**src/rtl/pss_pkg.sv**
```systemverilog
// Shared constants, opcodes, status codes and interface types of the subscription table
package pss_pkg;

	localparam int CLIENTS_DEF = 32;
	localparam int TOPICS_DEF  = 16;
	localparam int KEY_BITS_DEF = 32;

	localparam logic [2:0] OP_CONNECT    = 3'd0;
	localparam logic [2:0] OP_DISCONNECT = 3'd1;
	localparam logic [2:0] OP_SUBSCRIBE  = 3'd2;
	localparam logic [2:0] OP_UNSUB      = 3'd3;
	localparam logic [2:0] OP_PUBLISH    = 3'd4;

	localparam logic [2:0] ST_OK      = 3'd0;
	localparam logic [2:0] ST_FULL    = 3'd1;
	localparam logic [2:0] ST_LIMIT   = 3'd2;
	localparam logic [2:0] ST_DUP     = 3'd3;
	localparam logic [2:0] ST_NOTSUB  = 3'd4;
	localparam logic [2:0] ST_BADSLOT = 3'd5;

	typedef struct packed {
		logic [2:0]  op;
		logic [4:0]  client;
		logic [31:0] topic;
	} req_t;

	typedef struct packed {
		logic [2:0]  status;
		logic [4:0]  slot;
		logic [4:0]  moved_from;
		logic [31:0] subscriber_mask;
	} rsp_t;

	typedef struct packed {
		logic       latch;
		logic       idx_clr;
		logic       scan_rd;
		logic       sel_last;
		logic       connect;
		logic       disc_fin;
		logic       sub_wr;
		logic       tail_rd;
		logic       unsub_wr;
		logic       report;
		logic [2:0] rstat;
		logic       give_slot;
		logic       give_moved;
	} cmd_t;

	typedef struct packed {
		logic [2:0] op;
		logic       slot_ok;
		logic       full;
		logic       last_is_c;
		logic       found;
		logic       cnt_full;
		logic       scan_last;
	} sts_t;

endpackage

```
**src/rtl/pss_ctrl.sv**
```systemverilog
// Command sequencer of the subscription table
module pss_ctrl (
	input  logic          clk,
	input  logic          arst_n,
	input  logic          start,
	output logic          busy,
	input  pss_pkg::sts_t sts,
	output pss_pkg::cmd_t cmd
);

	localparam logic [2:0] S_IDLE  = 3'd0;
	localparam logic [2:0] S_EXEC  = 3'd1;
	localparam logic [2:0] S_SCAN  = 3'd2;
	localparam logic [2:0] S_DRAIN = 3'd3;
	localparam logic [2:0] S_FIN   = 3'd4;
	localparam logic [2:0] S_TAIL  = 3'd5;
	localparam logic [2:0] S_UWR   = 3'd6;

	logic [2:0] state_q;
	logic [2:0] state_d;

	assign busy = (state_q != S_IDLE);

	always_ff @(posedge clk or negedge arst_n) begin
		if (!arst_n) begin
			state_q <= S_IDLE;
		end else begin
			state_q <= state_d;
		end
	end

	always_comb begin
		cmd     = '0;
		state_d = state_q;
		unique case (state_q)
			S_IDLE: begin
				if (start) begin
					cmd.latch = 1'b1;
					state_d   = S_EXEC;
				end
			end
			S_EXEC: begin
				cmd.idx_clr = 1'b1;
				unique case (sts.op)
					pss_pkg::OP_CONNECT: begin
						cmd.report    = 1'b1;
						cmd.rstat     = sts.full ? pss_pkg::ST_FULL : pss_pkg::ST_OK;
						cmd.give_slot = !sts.full;
						cmd.connect   = !sts.full;
						state_d       = S_IDLE;
					end
					pss_pkg::OP_DISCONNECT: begin
						if (!sts.slot_ok) begin
							cmd.report = 1'b1;
							cmd.rstat  = pss_pkg::ST_BADSLOT;
							state_d    = S_IDLE;
						end else if (sts.last_is_c) begin
							// last slot freed: nothing moves
							cmd.sel_last   = 1'b1;
							cmd.disc_fin   = 1'b1;
							cmd.report     = 1'b1;
							cmd.rstat      = pss_pkg::ST_OK;
							cmd.give_moved = 1'b1;
							state_d        = S_IDLE;
						end else begin
							state_d = S_SCAN;
						end
					end
					pss_pkg::OP_SUBSCRIBE, pss_pkg::OP_UNSUB: begin
						if (!sts.slot_ok) begin
							cmd.report = 1'b1;
							cmd.rstat  = pss_pkg::ST_BADSLOT;
							state_d    = S_IDLE;
						end else begin
							state_d = S_SCAN;
						end
					end
					pss_pkg::OP_PUBLISH: state_d = S_SCAN;
					default: begin
						cmd.report = 1'b1;
						cmd.rstat  = pss_pkg::ST_OK;
						state_d    = S_IDLE;
					end
				endcase
			end
			S_SCAN: begin
				cmd.scan_rd = 1'b1;
				if (sts.scan_last) begin
					state_d = S_DRAIN;
				end
			end
			S_DRAIN: state_d = S_FIN;
			S_FIN: begin
				state_d = S_IDLE;
				unique case (sts.op)
					pss_pkg::OP_DISCONNECT: begin
						cmd.sel_last   = 1'b1;
						cmd.disc_fin   = 1'b1;
						cmd.report     = 1'b1;
						cmd.rstat      = pss_pkg::ST_OK;
						cmd.give_moved = 1'b1;
					end
					pss_pkg::OP_SUBSCRIBE: begin
						cmd.report = 1'b1;
						priority if (sts.found) begin
							cmd.rstat = pss_pkg::ST_DUP;
						end else if (sts.cnt_full) begin
							cmd.rstat = pss_pkg::ST_LIMIT;
						end else begin
							cmd.rstat  = pss_pkg::ST_OK;
							cmd.sub_wr = 1'b1;
						end
					end
					pss_pkg::OP_UNSUB: begin
						if (!sts.found) begin
							cmd.report = 1'b1;
							cmd.rstat  = pss_pkg::ST_NOTSUB;
						end else begin
							state_d = S_TAIL;
						end
					end
					default: begin
						cmd.report = 1'b1;
						cmd.rstat  = pss_pkg::ST_OK;
					end
				endcase
			end
			S_TAIL: begin
				cmd.tail_rd = 1'b1;
				state_d     = S_UWR;
			end
			S_UWR: begin
				// move the tail key into the removed key's place
				cmd.unsub_wr = 1'b1;
				cmd.report   = 1'b1;
				cmd.rstat    = pss_pkg::ST_OK;
				state_d      = S_IDLE;
			end
			default: state_d = S_IDLE;
		endcase
	end

endmodule

```
**config.mk**
```make
export PLATFORM = sky130hd
export DESIGN_NAME = pss_ctrl
export DESIGN_NICKNAME = d
export VERILOG_FILES = /design/src/rtl/pss_pkg.sv /design/src/rtl/pss_ctrl.sv
export SDC_FILE = /design/constraint.sdc
export NUM_CORES = 1
export LEC_CHECK = 0
export ABC_AREA = 1
export BUFFER_PORTS_ARGS = -buffer_cell sky130_fd_sc_hd__buf_2
export CAP_MARGIN = 10
export CORE_AREA = 3 3 40 42
export DETAILED_ROUTE_END_ITERATION = 8
export DIE_AREA = 0 0 43 45
export GPL_TIMING_DRIVEN = 1
export MAX_ROUTING_LAYER = met4
export PLACE_DENSITY = 0.76
export SYNTH_ARGS = -nofsm -noshare
export SYNTH_HDL_FRONTEND = slang
export SYNTH_SLANG_ARGS = --single-unit
```
**constraint.sdc**
```tcl
create_clock -name clk -period 1.7 [get_ports clk]
set_clock_uncertainty 0.1 [all_clocks]
set_input_delay 0.34 -clock clk [delete_from_list [all_inputs] [get_ports clk]]
set_output_delay 0.34 -clock clk [all_outputs]
set_load 0.005 [all_outputs]
```
==> impl_metrics.json <==
{
  "vdd_drop_max_v": 0.000726,
  "syn_area_um2": 435,
  "seq_power_share_pct": 20.4,
  "ys_ff_latch": 3,
  "combPwrFrac_pct": 64.6,
  "antenna_found_initial": 0,
  "synth-compound-area-share_pct": 3.45,
  "diodes": 0,
  "synth_xor_area_share_pct": 0,
  "timing_worst_slew_pin_value_ps": 237,
  "hp-class": "in2async",
  "crit_path_cell_trace": "nor3_4 -> nand4_1 -> nand2_1 -> buf_2",
  "io_buffers": 27,
  "yosys.area_share.simple_pct": 61.2,
  "yosys-mux-area-fraction_pct": 0,
  "wirelength_um": 1280,
  "final_cell_area_um2": 687,
  "setup_slack_ps": -36.9,
  "synth.area.top_cells": "nand2_1 (22%), dfrtp_1 (17%), inv_1 (13%), nor2_1 (12%), nand3_1 (6.9%)",
  "synth_nets": 93,
  "fillers": 138,
  "drv_cap": 0,
  "slowest_delay_ps": 480,
  "largest_reg_flops": 3,
  "synthAdderAreaFrac_pct": 0,
  "crit_buf_inv": 1,
  "syn_inst": 81,
  "crit_type": "reg2out",
  "cp_slowest_cell": "dfrtp_2",
  "cts.sinks": 3,
  "area_growth_pct": 57.8,
  "routabilityCongestion": 0.814,
  "clk_path_buf_depth": 2,
  "dr.pass1.iters": 4,
  "grt_pass1_wl_um": 2050,
  "clk_pin_slew_worst_paths_ps": 40,
  "drc": 0,
  "cts_root_buffer": "clkbuf_4",
  "vias_per_cell": 4.57,
  "synthDistinctLibCells": 17,
  "track_usage_pct": 15.3,
  "gr-total-overflow": 0,
  "rsz0062_at_grt": "yes",
  "htree_levels": 1,
  "rows": 13,
  "drt_iter0_markers": 4,
  "dieArea_mm2": 0.00194,
  "reg.largest.list": "state_q (3)",
  "setup_violations": 4,
  "slew_headroom_pct": 84.1,
  "insertion_delay_ps": 240,
  "wl_per_cell_um": 9.81,
  "switchingPower_mw": 0.412,
  "core_area_mm2": 0.00128,
  "crit_required_ps": 1260,
  "seqCellArea_um2": 77.6,
  "finalMaxSlewViolations": 0,
  "die_w_um": 43,
  "grt_max_degree": 9,
  "regMostFlops": "state_q",
  "dpl.hpwl_um": 935,
  "yosysTopAreaCell": "nand2_1",
  "final_common_cell": "buf_2",
  "grt_pass1_vias": 484,
  "yosysWarnings": 0,
  "synth_top_area_share_pct": 22.4,
  "ios": 28,
  "critPathTopFamily": "flip-flops",
  "initial_core_util_pct": 33.9,
  "route.vias.total": 594,
  "finalPower_mw": 0.893,
  "critPathMaxFanout": 7,
  "start_kind": "register",
  "multi_input_area_um2": 312,
  "layout_min_cycle_time_ps": 1740,
  "p_per_area_mw_per_mm2": 1300,
  "clockPowerShare_pct": 15.0,
  "ys_seq_area_share_pct": 17.2,
  "p_int_mw": 0.482,
  "cts_tree": "yes",
  "final_nets": 128,
  "status": "complete, but fails checks",
  "syn_avg_cell_area_um2": 5.38,
  "violations": "negative setup slack",
  "finalHoldViolCount": 0,
  "fin_crit_sh_pct": 102,
  "sw_frac_of_total_pct": 46.1,
  "max_freq_mhz": 576,
  "dpl_cell_area_um2": 567,
  "leakage_nw": 0.419,
  "cp.arrival_ps": 1300,
  "cts_buffers": 3,
  "drive_gt1_share_pct": 41.7,
  "endpoint_kind": "primary output",
  "layout_common_cells": "buf_2 (26), nand2_1 (25), inv_1 (13), nor2_1 (13), nand3_1 (6)",
  "ant_nets": 0,
  "die_h_um": 45,
  "synth_top_family_by_area": "simple AND/OR/NAND/NOR gates"
}
## cells by family (layout without fill, tap and decap cells)
group                  count (synthesis)  count (layout)
and+or+nand+nor                       57              57
DFF                                    3               3
AOI/OAI and AO/OA                      3               3
buffers and inverters                 18              52
## power groups by stage
| stage | Sequential [mW] | Combinational, mW | Clock [mW] |
|---|---|---|---|
| 6_report | 0.182 | 0.577 | 0.134 |
| 4_1_cts | 0.174 | 0.505 | 0.136 |
| 5_1_grt | 0.190 | 0.641 | 0.159 |
| 2_1_floorplan | 0.153 | 0.263 | 0 |
| 3_5_place_dp | 0.164 | 0.394 | 0 |
| 3_3_place_gp | 0.161 | 0.391 | 0 |
## layout make-up
type | instances | share of cell area [%]
flip-flops and latches | 3 | 11.3
inverters | 15 | 8.20
repair buffers | 33 | 28.6
clock buffers | 4 | 3.83
multi-input cells | 60 | 45.4
well taps | 15 | 2.73
## per-stage QoR
step | util [%] | instances | setup WS [ps] | TNS (ps) | hold WS [ps]
5_1_grt | 53.5 | 130 | -139 | -1190 | 312
3_5_place_dp | 44.1 | 120 | 88.2 | 0 | 36.1
6_report | 53.5 | 130 | -36.9 | -123 | 313
3_3_place_gp | 44.1 | 120 | 113 | 0 | 35.2
4_1_cts | 50.5 | 128 | -44.6 | -198 | 307
2_1_floorplan | - | 81 | 173 | 0 | -55.6
## synthesized netlist by cell type
master	number
inv_1	15
nor2_1	14
nand4_1	4
o21ai_1	1
nand3_1	6
nor3_2	1
a21oi_1	1
buf_4	3
nor4_2	1
nand3_2	1
nor2_2	1
nand2_2	1
nand2_1	26
o21ai_0	1
nor3_1	1
nor2_4	1
dfrtp_1	3
## what timing repair did
action / 4_1_cts / 5_1_grt
resized for setup: 8 / 5
hold buffers: 1 / 0
buffers inserted: 3 / 2
gates cloned: 0 / 0
pin swaps: 4 / 3
setup endpoints to repair: 11 / 15
hold endpoints to repair: 3 / 0
## routing by layer
metal	global-route usage, %	wire (µm)	up-vias
met1	15.7	506	251
li1	-	-	317
met3	4.78	112	2
met5	-	0	-
met4	10.8	25	0
met2	24.9	631	24
## worst paths after layout
path	depth (start not counted)	startpoint	slack (ps)	to
max in group asynchronous	2	arst_n	1060	state_q[1]$_DFFE_PN0P_
worst max-delay path	4	state_q[1]$_DFFE_PN0P_	-40	cmd[11]
worst max register to register	7	state_q[0]$_DFFE_PN0P_	510	state_q[1]$_DFFE_PN0P_
min in group clk	5	sts[0]	310	state_q[0]$_DFFE_PN0P_
worst min register to register	3	state_q[0]$_DFFE_PN0P_	580	state_q[2]$_DFFE_PN0P_
worst min-delay path	2	arst_n	310	state_q[0]$_DFFE_PN0P_
(Power assumes the default switching activity.)
